--- src/hdl/assert_macros.svh ---
// shared assertion helpers, clocked on clk and masked while arst_n is low
`ifndef ASSERT_MACROS_SVH
`define ASSERT_MACROS_SVH

// invariant that holds on every clock edge
`define ASSERT_AT(lbl, expr, msg) \
lbl: assert property (@(posedge clk) disable iff (!arst_n) (expr)) else $error(msg);

// same-cycle implication
`define ASSERT_IMP(lbl, ante, cons, msg) \
lbl: assert property (@(posedge clk) disable iff (!arst_n) (ante) |-> (cons)) else $error(msg);

`endif

--- src/hdl/stp_pkg.sv ---
package stp_pkg;

	typedef enum logic [3:0] {
		CC_LETTER,
		CC_DIGIT,
		CC_UNDER,
		CC_LBR,
		CC_RBR,
		CC_DOT,
		CC_BSL,
		CC_QUOTE,
		CC_MINUS,
		CC_AT,
		CC_NUL,
		CC_OTHER
	} char_class_t;

	// classified character as it sits in the front queue
	typedef struct packed {
		logic        first;
		char_class_t cls;
		logic [3:0]  digit;
	} char_word_t;

	localparam logic [7:0] CH_AT     = 8'h40;
	localparam logic [7:0] CH_UNDER  = 8'h5f;
	localparam logic [7:0] CH_LBR    = 8'h5b;
	localparam logic [7:0] CH_RBR    = 8'h5d;
	localparam logic [7:0] CH_BSL    = 8'h5c;
	localparam logic [7:0] CH_QUOTE  = 8'h22;
	localparam logic [7:0] CH_MINUS  = 8'h2d;
	localparam logic [7:0] CH_DOT    = 8'h2e;
	localparam logic [7:0] CH_NUL    = 8'h00;
	localparam logic [7:0] CH_ZERO   = 8'h30;
	localparam logic [7:0] CH_NINE   = 8'h39;
	localparam logic [7:0] CH_LOW_A  = 8'h61;
	localparam logic [7:0] CH_LOW_Z  = 8'h7a;
	localparam logic [7:0] CH_UP_A   = 8'h41;
	localparam logic [7:0] CH_UP_Z   = 8'h5a;

	localparam logic [1:0] KIND_NAME = 2'd0;
	localparam logic [1:0] KIND_STR  = 2'd1;
	localparam logic [1:0] KIND_NUM  = 2'd2;
	localparam logic [1:0] KIND_END  = 2'd3;

	localparam logic [2:0] ST_OK        = 3'd0;
	localparam logic [2:0] ST_TOO_DEEP  = 3'd1;
	localparam logic [2:0] ST_UNTERM    = 3'd2;
	localparam logic [2:0] ST_STR_NORBR = 3'd3;
	localparam logic [2:0] ST_NUM_NORBR = 3'd4;
	localparam logic [2:0] ST_EMPTY     = 3'd5;
	localparam logic [2:0] ST_TOO_LONG  = 3'd6;

	localparam logic [31:0] SAT_LIMIT = 32'd214748365;
	localparam logic [31:0] NEG_MAX   = 32'h8000_0000;
	localparam logic [31:0] POS_MAX   = 32'h7fff_ffff;

	typedef struct packed {
		logic [1:0]  kind;
		logic [4:0]  token_index;
		logic [7:0]  token_start;
		logic [7:0]  token_length;
		logic [31:0] int_value;
		logic [2:0]  status;
		logic [8:0]  consumed;
		logic        last;
	} result_t;

	// up to two results per character, r1 only with r0
	typedef struct packed {
		logic    v0;
		logic    v1;
		result_t r0;
		result_t r1;
	} res_push_t;

endpackage

--- src/hdl/stp_front.sv ---
module stp_front (
	input  logic               clk,
	input  logic               arst_n,
	input  logic               in_valid,
	output logic               in_ready,
	input  logic [7:0]         ch,
	input  logic               first,
	output logic               word_valid,
	input  logic               word_take,
	output stp_pkg::char_word_t word
);
	import stp_pkg::*;

	localparam int DEPTH = 4;
	localparam int AW = $clog2(DEPTH);

	char_word_t       qmem [DEPTH];
	logic [AW-1:0]    wr_q, rd_q;
	logic [AW:0]      cnt_q;
	char_word_t       cw;
	logic             push, pop;

	always_comb begin
		cw.first = first;
		cw.digit = ch[3:0];
		if ((ch >= CH_LOW_A && ch <= CH_LOW_Z) || (ch >= CH_UP_A && ch <= CH_UP_Z)) begin
			cw.cls = CC_LETTER;
		end else if (ch >= CH_ZERO && ch <= CH_NINE) begin
			cw.cls = CC_DIGIT;
		end else begin
			unique case (ch)
				CH_UNDER: cw.cls = CC_UNDER;
				CH_LBR:   cw.cls = CC_LBR;
				CH_RBR:   cw.cls = CC_RBR;
				CH_DOT:   cw.cls = CC_DOT;
				CH_BSL:   cw.cls = CC_BSL;
				CH_QUOTE: cw.cls = CC_QUOTE;
				CH_MINUS: cw.cls = CC_MINUS;
				CH_AT:    cw.cls = CC_AT;
				CH_NUL:   cw.cls = CC_NUL;
				default:  cw.cls = CC_OTHER;
			endcase
		end
	end

	assign in_ready   = (cnt_q != (AW+1)'(DEPTH));
	assign push       = in_valid && in_ready;
	assign word_valid = (cnt_q != '0);
	assign pop        = word_valid && word_take;
	assign word       = qmem[rd_q];

	always_ff @(posedge clk) begin
		if (push) begin
			qmem[wr_q] <= cw;
		end
	end

	always_ff @(posedge clk or negedge arst_n) begin
		if (!arst_n) begin
			wr_q  <= '0;
			rd_q  <= '0;
			cnt_q <= '0;
		end else begin
			if (push) begin
				wr_q <= wr_q + AW'(1);
			end
			if (pop) begin
				rd_q <= rd_q + AW'(1);
			end
			cnt_q <= cnt_q + (AW+1)'(push) - (AW+1)'(pop);
		end
	end

endmodule

--- src/hdl/stp_back.sv ---
`include "assert_macros.svh"

module stp_back #(
	parameter int MAX_TOKENS = 32,
	parameter int MAX_TEXT   = 256
) (
	input  logic                clk,
	input  logic                arst_n,
	input  logic                word_valid,
	output logic                word_take,
	input  stp_pkg::char_word_t word,
	input  logic                room,
	output stp_pkg::res_push_t  push
);
	import stp_pkg::*;

	localparam int PW = $clog2(MAX_TEXT + 1);
	localparam int CW = $clog2(MAX_TOKENS + 1);

	typedef enum logic [3:0] {
		M_IDLE, M_START, M_IDSTART, M_ID, M_OPEN, M_OPENBS, M_NUM, M_STR, M_STRQ, M_AFTER
	} mode_t;

	mode_t          mode_q, mode_v, mode_n;
	logic [PW-1:0]  pos_q, pos_v, pos_n;
	logic [PW-1:0]  begin_q, begin_v, begin_n, begin_src;
	logic [CW-1:0]  cnt_q, cnt_v, cnt_n;
	logic [31:0]    acc_q, acc_v, acc_n, acc_src, acc_next, acc_mul, num_val;
	logic           neg_q, neg_v, neg_n, neg_src;
	logic           pbs_q, pbs_v, pbs_n;
	logic           step, too_long;
	logic           do_idstart, do_openbs, do_num;
	logic           fin_req;
	logic [2:0]     fin_status;
	result_t        tok_r, fin_r;
	logic           tok_v;
	char_class_t    cls;

	assign step      = word_valid && room;
	assign word_take = step;
	assign cls       = word.cls;

	// a first flag restarts the parse from a clean state
	assign mode_v  = word.first ? M_START : mode_q;
	assign pos_v   = word.first ? '0 : pos_q;
	assign begin_v = word.first ? '0 : begin_q;
	assign cnt_v   = word.first ? '0 : cnt_q;
	assign acc_v   = word.first ? '0 : acc_q;
	assign neg_v   = word.first ? 1'b0 : neg_q;
	assign pbs_v   = word.first ? 1'b0 : pbs_q;

	assign too_long   = (pos_v >= PW'(MAX_TEXT)) && (cls != CC_NUL);
	assign do_idstart = (mode_v == M_IDSTART) || (mode_v == M_START && cls != CC_AT);
	assign do_openbs  = (mode_v == M_OPENBS) || (mode_v == M_OPEN && cls != CC_BSL);
	assign do_num     = (mode_v == M_NUM) ||
		(do_openbs && cls != CC_QUOTE && cls != CC_MINUS);

	// a number that starts on this character begins from zero
	assign acc_src   = (mode_v == M_NUM) ? acc_v : '0;
	assign neg_src   = (mode_v == M_NUM) ? neg_v : 1'b0;
	assign begin_src = (mode_v == M_NUM) ? begin_v : pos_v;

	// times ten plus digit, pinned at 2^31
	assign acc_mul = (acc_src << 3) + (acc_src << 1) + 32'(word.digit);
	assign acc_next = (acc_src >= SAT_LIMIT) ? NEG_MAX :
		((acc_mul > NEG_MAX) ? NEG_MAX : acc_mul);
	assign num_val = neg_src ? (32'd0 - acc_src) :
		((acc_src > POS_MAX) ? POS_MAX : acc_src);

	always_comb begin
		mode_n     = mode_v;
		begin_n    = begin_v;
		cnt_n      = cnt_v;
		acc_n      = acc_v;
		neg_n      = neg_v;
		pbs_n      = pbs_v;
		tok_v      = 1'b0;
		tok_r      = '0;
		fin_req    = 1'b0;
		fin_status = ST_OK;

		if (mode_v == M_IDLE) begin
			mode_n = M_IDLE;
		end else if (too_long) begin
			fin_req    = 1'b1;
			fin_status = ST_TOO_LONG;
		end else begin
			if (mode_v == M_START && cls == CC_AT) begin
				mode_n = M_IDSTART;
			end
			if (do_idstart) begin
				if (cls == CC_LETTER) begin
					if (cnt_v > CW'(MAX_TOKENS - 2)) begin
						fin_req    = 1'b1;
						fin_status = ST_TOO_DEEP;
					end else begin
						begin_n = pos_v;
						mode_n  = M_ID;
					end
				end else begin
					fin_req    = 1'b1;
					fin_status = (cnt_v == '0) ? ST_EMPTY : ST_OK;
				end
			end
			if (mode_v == M_ID &&
				cls != CC_LETTER && cls != CC_DIGIT && cls != CC_UNDER) begin
				tok_v              = 1'b1;
				tok_r.kind         = KIND_NAME;
				tok_r.token_start  = 8'(begin_v);
				tok_r.token_length = 8'(pos_v - begin_v);
				if (cls == CC_LBR) begin
					mode_n = M_OPEN;
				end else if (cls == CC_DOT) begin
					mode_n = M_IDSTART;
				end else begin
					fin_req = 1'b1;
				end
			end
			if (mode_v == M_OPEN && cls == CC_BSL) begin
				mode_n = M_OPENBS;
			end
			if (do_openbs) begin
				if (cls == CC_QUOTE) begin
					begin_n = pos_v + PW'(1);
					pbs_n   = 1'b0;
					mode_n  = M_STR;
				end else begin
					begin_n = pos_v;
					acc_n   = '0;
					neg_n   = (cls == CC_MINUS);
					mode_n  = M_NUM;
				end
			end
			if (do_num) begin
				if (cls == CC_DIGIT) begin
					acc_n  = acc_next;
					mode_n = M_NUM;
				end else if (cls == CC_RBR) begin
					tok_v              = 1'b1;
					tok_r.kind         = KIND_NUM;
					tok_r.token_start  = 8'(begin_src);
					tok_r.token_length = 8'(pos_v - begin_src);
					tok_r.int_value    = num_val;
					mode_n             = M_AFTER;
				end else begin
					fin_req    = 1'b1;
					fin_status = ST_NUM_NORBR;
				end
			end
			if (mode_v == M_STR) begin
				if (cls == CC_NUL) begin
					fin_req    = 1'b1;
					fin_status = ST_UNTERM;
				end else if (cls == CC_QUOTE) begin
					mode_n = M_STRQ;
				end else begin
					pbs_n = (cls == CC_BSL);
				end
			end
			if (mode_v == M_STRQ) begin
				if (cls == CC_RBR) begin
					// a backslash right before the closing quote is trimmed
					tok_v              = 1'b1;
					tok_r.kind         = KIND_STR;
					tok_r.token_start  = 8'(begin_v);
					tok_r.token_length = 8'(pos_v - PW'(1) - begin_v - PW'(pbs_v));
					mode_n             = M_AFTER;
				end else begin
					fin_req    = 1'b1;
					fin_status = ST_STR_NORBR;
				end
			end
			if (mode_v == M_AFTER) begin
				if (cls == CC_DOT) begin
					mode_n = M_IDSTART;
				end else begin
					fin_req = 1'b1;
				end
			end
		end

		if (tok_v) begin
			tok_r.token_index = 5'(cnt_v);
			cnt_n             = cnt_v + CW'(1);
		end
		if (fin_req) begin
			mode_n = M_IDLE;
		end
	end

	assign pos_n = (mode_n != M_IDLE) ? pos_v + PW'(1) : pos_v;

	always_comb begin
		fin_r          = '0;
		fin_r.kind     = KIND_END;
		fin_r.status   = fin_status;
		fin_r.consumed = 9'(pos_v);
		fin_r.last     = 1'b1;
	end

	always_comb begin
		push    = '0;
		push.r0 = tok_v ? tok_r : fin_r;
		push.r0.last = !(tok_v && fin_req);
		push.r1 = fin_r;
		push.v0 = step && (tok_v || fin_req);
		push.v1 = step && tok_v && fin_req;
	end

	always_ff @(posedge clk or negedge arst_n) begin
		if (!arst_n) begin
			mode_q  <= M_IDLE;
			pos_q   <= '0;
			begin_q <= '0;
			cnt_q   <= '0;
			acc_q   <= '0;
			neg_q   <= 1'b0;
			pbs_q   <= 1'b0;
		end else if (step) begin
			mode_q  <= mode_n;
			pos_q   <= pos_n;
			begin_q <= begin_n;
			cnt_q   <= cnt_n;
			acc_q   <= acc_n;
			neg_q   <= neg_n;
			pbs_q   <= pbs_n;
		end
	end

	`ASSERT_AT(a_pos_bound, pos_q <= PW'(MAX_TEXT), "position ran past the text limit")
	`ASSERT_IMP(a_pair_ends, push.v1, push.r1.kind == KIND_END && push.r0.kind != KIND_END, "second result of a word is not an end record")
	`ASSERT_IMP(a_idle_quiet, step && mode_q == M_IDLE && !word.first, !push.v0, "result produced with no parse running")
	`ASSERT_IMP(a_push_room, push.v0, room, "result pushed without queue room")

endmodule

--- src/hdl/stp_outq.sv ---
module stp_outq (
	input  logic               clk,
	input  logic               arst_n,
	input  stp_pkg::res_push_t push,
	output logic               room,
	output logic               out_valid,
	input  logic               out_ready,
	output stp_pkg::result_t   out_res
);
	import stp_pkg::*;

	localparam int DEPTH = 4;
	localparam int AW = $clog2(DEPTH);

	result_t        qmem [DEPTH];
	logic [AW-1:0]  wr_q, rd_q;
	logic [AW:0]    cnt_q;
	logic           pop;
	logic [1:0]     nwr;

	// room for a full pair of results
	assign room      = (cnt_q <= (AW+1)'(DEPTH - 2));
	assign out_valid = (cnt_q != '0);
	assign pop       = out_valid && out_ready;
	assign out_res   = qmem[rd_q];
	assign nwr       = 2'(push.v0) + 2'(push.v1);

	always_ff @(posedge clk) begin
		if (push.v0) begin
			qmem[wr_q] <= push.r0;
		end
		if (push.v1) begin
			qmem[wr_q + AW'(1)] <= push.r1;
		end
	end

	always_ff @(posedge clk or negedge arst_n) begin
		if (!arst_n) begin
			wr_q  <= '0;
			rd_q  <= '0;
			cnt_q <= '0;
		end else begin
			wr_q <= wr_q + AW'(nwr);
			if (pop) begin
				rd_q <= rd_q + AW'(1);
			end
			cnt_q <= cnt_q + (AW+1)'(nwr) - (AW+1)'(pop);
		end
	end

endmodule

--- src/hdl/select_path_tokenizer.sv ---
// Select path tokenizer: takes one character of a dotted select path per word
// (tuser marks the first character of a new text, a zero byte ends it) and
// returns a token record for every identifier and every bracketed index,
// followed by an end record that carries the status and the character count.
// A character is taken every cycle while the front queue has space; the front
// classifies it into a 4-entry queue, the parser consumes one queued character
// per cycle while the result queue has room for two records and writes up to
// two records into a 4-entry result queue, which drains one record per cycle
// while m_tready is high. A record is offered only after its character has passed
// the front queue register and the record itself the result queue register.
module select_path_tokenizer #(
	parameter int MAX_TOKENS = 32,
	parameter int MAX_TEXT   = 256
) (
	input  logic        clk,
	input  logic        arst_n,
	input  logic        s_tvalid,
	output logic        s_tready,
	input  logic [7:0]  s_tdata,   // ch[7:0]
	input  logic        s_tuser,   // first
	output logic        m_tvalid,
	input  logic        m_tready,
	output logic [71:0] m_tdata,   // token_index[4:0], token_start[12:5], token_length[20:13],
	                               // int_value[52:21], status[55:53], consumed[64:56], zero pad
	output logic [1:0]  m_tuser,   // kind[1:0]
	output logic        m_tlast
);
	import stp_pkg::*;

	char_word_t word;
	logic       word_valid, word_take, room;
	res_push_t  push;
	result_t    out_res;

	stp_front u_front (
		.clk        (clk),
		.arst_n     (arst_n),
		.in_valid   (s_tvalid),
		.in_ready   (s_tready),
		.ch         (s_tdata),
		.first      (s_tuser),
		.word_valid (word_valid),
		.word_take  (word_take),
		.word       (word)
	);

	stp_back #(
		.MAX_TOKENS (MAX_TOKENS),
		.MAX_TEXT   (MAX_TEXT)
	) u_back (
		.clk        (clk),
		.arst_n     (arst_n),
		.word_valid (word_valid),
		.word_take  (word_take),
		.word       (word),
		.room       (room),
		.push       (push)
	);

	stp_outq u_outq (
		.clk       (clk),
		.arst_n    (arst_n),
		.push      (push),
		.room      (room),
		.out_valid (m_tvalid),
		.out_ready (m_tready),
		.out_res   (out_res)
	);

	assign m_tdata = {7'd0, out_res.consumed, out_res.status, out_res.int_value,
		out_res.token_length, out_res.token_start, out_res.token_index};
	assign m_tuser = out_res.kind;
	assign m_tlast = out_res.last;

endmodule

--- config.mk ---
export PLATFORM = sky130hd
export DESIGN_NAME = select_path_tokenizer
export DESIGN_NICKNAME = d
export VERILOG_FILES = /design/src/hdl/stp_pkg.sv /design/src/hdl/stp_front.sv /design/src/hdl/stp_back.sv /design/src/hdl/stp_outq.sv /design/src/hdl/select_path_tokenizer.sv
export VERILOG_INCLUDE_DIRS = /design/src /design/src/hdl
export SDC_FILE = /design/constraint.sdc
export NUM_CORES = 1
export LEC_CHECK = 0
export BUFFER_PORTS_ARGS = -buffer_cell sky130_fd_sc_hd__buf_4
export CORE_ASPECT_RATIO = 1.2
export CORE_MARGIN = 3
export CORE_UTILIZATION = 40
export DETAILED_ROUTE_END_ITERATION = 8
export PLACE_DENSITY = 0.64
export SLEW_MARGIN = 20
export SYNTH_ARGS = -nofsm -noshare
export SYNTH_HDL_FRONTEND = slang
export SYNTH_SLANG_ARGS = --single-unit
--- constraint.sdc ---
create_clock -name clk -period 14.9 [get_ports clk]
set_clock_uncertainty 0.15 [all_clocks]
set_input_delay 2.235 -clock clk [delete_from_list [all_inputs] [get_ports clk]]
set_output_delay 2.235 -clock clk [all_outputs]
set_load 0.02 [all_outputs]
==> impl_summary.md, run 1 <==
Global route
Entering global routing, the biggest net connects 58 pins. For this run the aggregate overflow at the end of global routing stands at 0. The number of antenna violations at the first check in global routing is 0.

The number of global-route vias before repair was 17.1k. The total track usage is 0.214. The first-pass GRT wire length is 97.3 mm.

Setup path
STA classifies the critical path endpoint as a register. The worst register-to-register path begins at u_front.rd_q[0]. The worst-case reg-to-reg path depth is 18. The capture point of the worst reg-to-reg path is u_back.acc_q[23]. The library cell appearing most often on the critical path is sky130_fd_sc_hd__ha_1. The required time of the worst setup path is 15230 ps. Among all stages on the critical path, the largest delay is contributed by sky130_fd_sc_hd__o41ai_4. The number of buffers and inverters on the critical path is 2.

The class of the most critical setup path is register to register. Setup slack on the worst reg-to-reg path comes out at 7660 ps. At the worst endpoint, the arrival time is 7570 ps.

The critical path depth is 18. On the worst path, the slowest cell contributes a delay of 1040 ps. Traced cell by cell, the critical path runs through mux4_2 -> buf_4 -> nor2_2 -> and2_0 -> inv_1 -> xnor2_1 -> ha_1 -> ha_1 -> a211oi_1 -> o21ai_1 -> o2111a_1 -> nor3_2 -> o41ai_1 -> xor2_1 -> or4_1 -> o41ai_4 -> nand2_4 -> o21ai_0.

The startpoint type of the worst setup path is a register. Along the worst path, the maximum fanout reaches 41. Broken down by cell family, the worst path's largest delay share belongs to compound AO/OA/AOI/OAI gates. The end point of the critical path is u_back.acc_q[23].

The source of the critical timing path is u_front.rd_q[0].

STA
Setup violations remaining at the end of the flow were counted as 0. The number of failing hold endpoints at the final stage came to 0. The worst path setup slack after routing is 7660 ps. The post-layout minimum cycle time is 7240 ps.

The number of pins exceeding their max-slew limit in the final report is 0. Setup repair after global routing left no endpoint under its margin. The total negative setup slack is 0 ps. The worst pin sits at a relative slew slack of 0.247.

The measured slew at the worst slew-check pin is 1120 ps. For this run, the top clock speed supported by timing is 138 MHz. Dividing the final minimum period by the clock period gives 0.486.

Routing
After detailed routing, the number of remaining DRC violations is 0. After detailed routing, the average wire length per cell comes to 20.7 um. For this block, the initial DRC count from the detailed router was 1794.

For this block, the via count after detailed routing is 17.6k. In this run the remaining antenna-violating nets after routing total 0. Dividing the detail-routed via count by the number of cells gives 5.93. The first TritonRoute pass finished after 8 iterations. The aggregate routed wire length is 61.3 mm.

Power and ir drop
For this design the static power due to leakage is 9.43 nW. The largest voltage drop on the vdd net is 0.103 mV. The total power density per cell area is 148 nW/um^2.

Final layout
The antenna diode count is 0. The area of all placed cells without fillers is 23700 sq um. The fraction of final layout cells sized beyond drive strength 1 is 0.134. After the last flow step, the layout net total stands at 2362. The area taken by multi-input logic gates is 11600 sq um.

The synthesis-to-layout area growth is 11.4%. The library cells used most frequently in the layout, excluding fill and tap cells, are 308 x sky130_fd_sc_hd__nand2_1, 224 x sky130_fd_sc_hd__dfxtp_1, 204 x sky130_fd_sc_hd__o21ai_0. The leading cell type in the layout, fill and taps excluded is sky130_fd_sc_hd__nand2_1. The flip-flop and latch area is 8890 sq um. The filler cell count is 4876.

Placement
The wire-length estimate of the detail-placed layout is 42.4 mm. Summing all placed instances gives a cell area of 22400 sq um. The congestion estimate from routability-driven global placement came to 0.906. The count of input and output buffers is 82. The setup slack after placement is 7770 ps.

Synth
The distinct cell type count after synthesis is 99. Counting flops with an async set or reset pin after synthesis yields a share of 0.196. The register area share after synthesis is 0.418.

The portion of synthesized area spent on multiplexers is 0.0854. The post-synthesis average cell area is 9.55 sq um. The synthesized design contains 383 register bits.

The synthesis warning total is 0. Of the total synthesized cell area, the portion taken by full adders, half adders and majority gates is 0.0668. The leading register cell type out of synthesis is sky130_fd_sc_hd__dfxtp_1.

Summing every instance area after synthesis gives 21300 sq um. The post-synthesis compound-gate area fraction is 0.202. Of the total synthesized cell area, the portion taken by XOR and XNOR cells is 0.0259. Of the total synthesized cell area, the portion taken by AND, OR, NAND and NOR gates is 0.159. After synthesis, the largest family of logic cells by area is compound AO/OA/AOI/OAI gates. The gate count after technology mapping is 2226. The number of enable-type register cells in the synthesized netlist is 84.

Floorplan
In this run the vertical extent of the chip is 259 um. The horizontal die dimension is 217 um. The die covers 56000 sq um.

The floorplan row count is 91. The number of I/O pins is 90. The core region is 52000 sq um. For this configuration, the core starts out at a cell density of 0.409.

Hold path
The worst hold path startpoint is u_outq.qmem[2][56]. The class of the worst hold path is register to register.

Clock network
The cell at the root of the clock tree is sky130_fd_sc_hd__clkbuf_16. In this run the deepest clock path goes through 3 buffers. Hold repair after CTS inserted 0 buffers. Post-CTS timing repair inserted 0 buffers for setup.

The H-tree depth reported by CTS is 2. At the later pin of the worst-skew pair, clock insertion delay measures 570 ps. The clock-pin transition on the worst setup and hold timing paths is 60 ps. The number of buffers created by CTS is 40. The clock tree from TritonCTS is done. The post-cts gate resize count is 0. The TritonCTS sink count is 383.

Run
The reported max-cap violation count is 0.

Outcome
The run finished with clean final reports.
## state kept, by name (all words and copies together) (netlist names), 4 cells and up
| name | flops |
|---|---|
| u_back.begin_q | 8 |
| u_back.pos_q | 9 |
| u_back.acc_q | 32 |
| u_front.qmem | 36 |
| u_back.mode_q | 4 |
| u_back.cnt_q | 6 |
| u_outq.qmem | 272 |
## routing by layer
metal / track usage / share of wire / vias up
met2: 0.357 / 0.48 / 639
met3: 0.0274 / 0.058 / 123
met1: 0.290 / 0.43 / 8628
met5: 0 / 0 / -
li1: - / - / 8212
met4: 0.0675 / 0.029 / 0
## synthesized netlist by cell type, drive strengths merged, types with 10 or more instances
cell type	n	area share
nand4	16	0.0047
nand3	39	0.0092
o21a	10	0.0035
nor3	31	0.0075
xnor2	41	0.017
or3	15	0.0044
a211oi	21	0.0080
and3	13	0.0038
a31oi	13	0.0038
nand2	311	0.055
clkbuf	97	0.017
dfxtp	224	0.21
o211ai	29	0.011
dfrtp	75	0.088
o31ai	12	0.0042
a22o	100	0.041
nand2b	24	0.0071
edfxtp	84	0.12
xor2	22	0.0091
and2	34	0.010
o21ai	217	0.053
ha	104	0.061
nor2b	13	0.0038
a21o	17	0.0060
mux4	77	0.082
buf	50	0.013
a21oi	104	0.024
o22ai	11	0.0032
nor2	181	0.032
inv	68	0.012
## stage by stage
stage | hold slack (ps) | util | power [mW] | instances
global route | 324 | 0.455 | 3.69 | 2966
finish | 299 | 0.455 | 3.51 | 2966
detailed placement | 289 | 0.431 | 2.55 | 2894
global placement | 278 | 0.431 | 2.52 | 2894
CTS | 302 | 0.455 | 3.53 | 2966
floorplan | 270 | - | 2.16 | 2232
## cell type report
type                       instances  area share
multi-input combinational       1633       0.488
sequential                       383       0.375
inverter                          69      0.0109
tap                              697      0.0368
clock buffer                      56      0.0474
timing repair buffer             112      0.0355
clock inverter                    16     0.00628
## how the worst min path moves through the flow
| stage | endpoint | slack (ps) | cells after the start |
|---|---|---|---|
| 3_3_place_gp | u_outq.qmem[1][13] | 280 | 2 |
| 2_1_floorplan | u_outq.qmem[2][13] | 270 | 2 |
| 3_5_place_dp | u_outq.qmem[2][56] | 290 | 2 |
| 5_1_grt | u_outq.qmem[2][19] | 320 | 2 |
| 4_1_cts | u_outq.qmem[2][56] | 300 | 2 |
| 6_report | u_outq.qmem[2][56] | 300 | 2 |
## power by group
group | switching, mW | total, mW | internal [mW]
Sequential | 0.0989 | 1.25 | 1.15
Combinational | 0.814 | 1.27 | 0.460
Clock | 0.424 | 0.988 | 0.564
Total | 1.34 | 3.51 | 2.18
## cells by family after synthesis
group                      after synthesis
xor gates and xnor gates                63
AOI/OAI and AO/OA                      636
and+or+nand+nor                        733
muxes                                   84
adders and majority gates              110
other                                    1
buffers and inverters                  216
DFF                                    383
## worst reg2reg max path, cell delays in order (launching register included)
cell and delay (ps):
sky130_fd_sc_hd__dfrtp_1 730, sky130_fd_sc_hd__mux4_2 570, sky130_fd_sc_hd__buf_4 290, sky130_fd_sc_hd__nor2_2 190, sky130_fd_sc_hd__and2_0 350, sky130_fd_sc_hd__inv_1 140
sky130_fd_sc_hd__xnor2_1 210, sky130_fd_sc_hd__ha_1 280, sky130_fd_sc_hd__ha_1 300, sky130_fd_sc_hd__a211oi_1 400, sky130_fd_sc_hd__o21ai_1 240, sky130_fd_sc_hd__o2111a_1 290
sky130_fd_sc_hd__nor3_2 460, sky130_fd_sc_hd__o41ai_1 200, sky130_fd_sc_hd__xor2_1 180, sky130_fd_sc_hd__or4_1 550, sky130_fd_sc_hd__o41ai_4 1040, sky130_fd_sc_hd__nand2_4 300
sky130_fd_sc_hd__o21ai_0 280
(Power assumes the default switching activity.)
==> inputs of run 2 (changes only) <==
PLACE_DENSITY = 0.66   (was 0.64)
clock period = 6.2 ns   (was 14.9 ns; I/O delays follow)
==> run 2 against run 1 <==
Critical path depth is the same. First-iteration DRC count shrank 13%. Largest power group unchanged. Clock power grew 150%. Core utilization grew 0.55 points. Clock-buffer cell count grew 4. Wire length grew 1.5%. Worst setup slack lost 7200 ps. Critical path type unchanged.
==> impl_summary.md, run 2 (same netlist as run 1, synthesis figures left out) <==
Setup path
The critical path goes through or4bb_1 -> nor2_2 -> and2_0 -> inv_1 -> xnor2_1 -> ha_1 -> ha_1 -> a211oi_1 -> o21ai_1 -> o211ai_2 -> o21ai_1 -> a2111oi_0 -> a311oi_1 -> or4_1 -> o41ai_4 -> buf_4 -> nand2_4 -> o21ai_0. The worst register-to-register path ends at u_back.acc_q[15]. Along the worst path, the maximum fanout reaches 14.

The largest single stage delay on the critical path is 620 ps. The worst setup slack for register-to-register paths is 500 ps. The reg-to-reg critical path startpoint is u_back.mode_q[2]. The startpoint type of the worst setup path is a register. The worst-case reg-to-reg path depth is 18. Counting buffers and inverters, the worst setup path is 18 cells deep. Data on the critical path is required at its endpoint by 6510 ps. The setup path with the least slack is of type register to register.

The critical path endpoint category is a register. The end point of the critical path is u_back.acc_q[15]. The arrival time of data at the critical path endpoint is 6020 ps. The critical path starts at u_back.mode_q[2]. The kind of cell adding the most delay to the critical path is compound AO/OA/AOI/OAI gates. The slowest stage of the critical path belongs to the cell sky130_fd_sc_hd__or4bb_1. Together, buffers and inverters on the worst path number 2.

Floorplan
The floorplan die area is 56000 sq um. From left edge to right edge, the die measures 217 um. The floorplan row count is 91.

The floorplan core area is 52000 sq um. The starting density of the core is 0.409. The height of the die is 259 um.

The number of I/O pins is 90.

Power and ir drop
In this run the power density over the cells is 358 nW/um^2. In this run the power spent charging and discharging nets is 3.26 mW. The total internal power is 5.33 mW. Overall power consumption after layout is estimated at 8.59 mW. Summed over all cells, the static leakage comes to 9.58 nW. The clock network fraction of total power is 0.285. The share of total power in sequential cells is 0.350. The net switching share of the total power is 0.379. The power share of the combinational group is 0.365. The largest voltage drop on the vdd net is 0.219 mV.

STA
Across all setup checks in the final design, the least slack found is 497 ps. The number of failing hold endpoints at the final stage is 0. Setup violations remaining at the end of the flow were counted as 0. The worst hold margin is 116 ps.

The max-slew headroom at the worst pin is 0.242. The timing-limited maximum frequency is 175 MHz. The routed design could run at a clock period as short as 5700 ps. The number of pins exceeding their max-slew limit in the final report came to 0. Dividing the final minimum period by the clock period gives 0.920. Setup repair after global routing left no endpoint under its margin. Adding up every negative setup slack in the final design gives 0 ps. For the pin with the worst max-slew slack, the measured transition is 1130 ps.

Global route
Global routing finished with a remaining overflow of 0. The first-pass GRT wire length is 98.3 mm. The number of global-route vias before repair is 17.4k. The number of antenna violations at the first check in global routing came to 1. The total track usage is 0.217.

Entering global routing, the biggest net connects 57 pins.

Clock network
Clock tree synthesis inserted a total of 41 buffers. After clock tree synthesis, the clock-pin slew on the worst setup and hold paths is 60 ps. The H-tree depth reported by CTS is 2.

TritonCTS built the clock tree. The TritonCTS sink count is 383. The clock latency reported for the late side of the worst-skew pair is 560 ps. The tree is rooted in a sky130_fd_sc_hd__clkbuf_16. The maximum root-to-sink buffer count is 3.

Final layout
In the final layout, the share of cells above drive strength 1 is 0.141. The net count of the finished layout is 2378. In the layout the commonest cells are 308 x sky130_fd_sc_hd__nand2_1, 224 x sky130_fd_sc_hd__dfxtp_1, 204 x sky130_fd_sc_hd__o21ai_0.

The number of flip-flops in the largest register is 272. u_outq.qmem holds more flip-flops than any other register. Across the whole layout, storage elements account for 8890 sq um. The area taken by multi-input logic gates is 11600 sq um. The core utilization of the finished layout is 0.461.

The area growth from synthesis to layout is 12.8%. The largest registers in the layout are u_outq.qmem: 272 flops, u_front.qmem: 36 flops, u_back.acc_q: 32 flops. After filler insertion, the fill cell instance count of the layout stands at 4857.

The antenna diode count is 0. The library cell used most frequently in the layout, excluding fill and tap cells, is sky130_fd_sc_hd__nand2_1.

Placement
The count of input and output buffers is 82. Detailed placement finished with a half-perimeter wire length of 44.0 mm. The final weighted congestion in routability-driven placement is 0.900. At the placement stage, the worst setup path has a slack of 286 ps.

Routing
The first-pass detailed-route iteration total is 7. The number of design-rule violations left by the first detailed-router iteration is 1562. The via count of the routed design is 17.6k. Summed over all layers, the routed wires come to 62.2 mm. Dividing the detail-routed via count by the number of cells gives 5.92.

After detailed routing, the number of remaining DRC violations is 0. The wire length per cell after detailed routing is 20.9 um. The count of nets left with antenna violations once routing finished came out at 0.

Hold path
The path class of the tightest hold or removal check is input port to async pin.

Outcome
The flow ran to the end, and the final reports show no timing, DRC or antenna violations.

Run
The reported max-cap violation count is 0.
## run 2: cell types whose count changed in the layout (fill, tap and decap cells not counted), moves of 2 or more
| cell | delta |
|---|---|
| sky130_fd_sc_hd__buf_4 | +9 |
| sky130_fd_sc_hd__buf_12 | +6 |
| sky130_fd_sc_hd__clkbuf_8 | +5 |
| sky130_fd_sc_hd__clkinv_2 | -4 |
| sky130_fd_sc_hd__clkbuf_1 | -3 |
| sky130_fd_sc_hd__clkinv_8 | +3 |
| sky130_fd_sc_hd__clkinv_4 | +2 |
| sky130_fd_sc_hd__clkinvlp_4 | -2 |
| sky130_fd_sc_hd__inv_6 | -2 |
## run 2: layout make-up
type,instances,area share
clock buffer,60,0.0506
inverter,69,0.0108
clock inverter,14,0.00616
tap,697,0.0364
multi-input combinational,1633,0.483
sequential,383,0.371
timing repair buffer,127,0.0429
## run 2: how the worst min path moves through the flow
| stage | slack, ps | cells past startpoint | end | startpoint |
|---|---|---|---|---|
| floorplan | 270 | 2 | u_outq.qmem[2][13] | u_outq.qmem[2][13] |
| global placement | 280 | 2 | u_outq.qmem[1][58] | u_outq.qmem[1][58] |
| detailed placement | 290 | 2 | u_outq.qmem[2][26] | u_outq.qmem[2][26] |
| CTS | 90 | 1 | u_back.acc_q[28] | arst_n |
| global route | 110 | 1 | u_back.acc_q[29] | arst_n |
| finish | 120 | 1 | u_back.acc_q[29] | arst_n |
## run 2: through the flow
step	cells	cell area, sq um
2_1_floorplan	2232	21300
3_3_place_gp	2907	22600
3_5_place_dp	2907	22600
4_1_cts	2981	24000
5_1_grt	2983	24000
6_report	2983	24000
## run 2: power by group through the flow
stage / Sequential (mW) / Combinational, mW / Clock [mW]
2_1_floorplan: 2.89 / 2.30 / 0
3_3_place_gp: 3.05 / 3.12 / 0
3_5_place_dp: 3.07 / 3.13 / 0
4_1_cts: 3.01 / 3.14 / 2.49
5_1_grt: 3.04 / 3.40 / 2.59
6_report: 3.01 / 3.14 / 2.45
## run 2: timing repair
action / in CTS / in global routing
setup endpoints to repair: 0 / 24
hold buffers: 0 / 0
setup buffers: 0 / 2
gates resized for setup: 0 / 1
## run 2: metal layers
metal	vias up	wire length, um	track usage
li1	8250	-	-
met1	8669	27100	0.288
met2	625	29800	0.369
met3	103	3600	0.0308
met4	2	1670	0.0637
met5	-	14	0
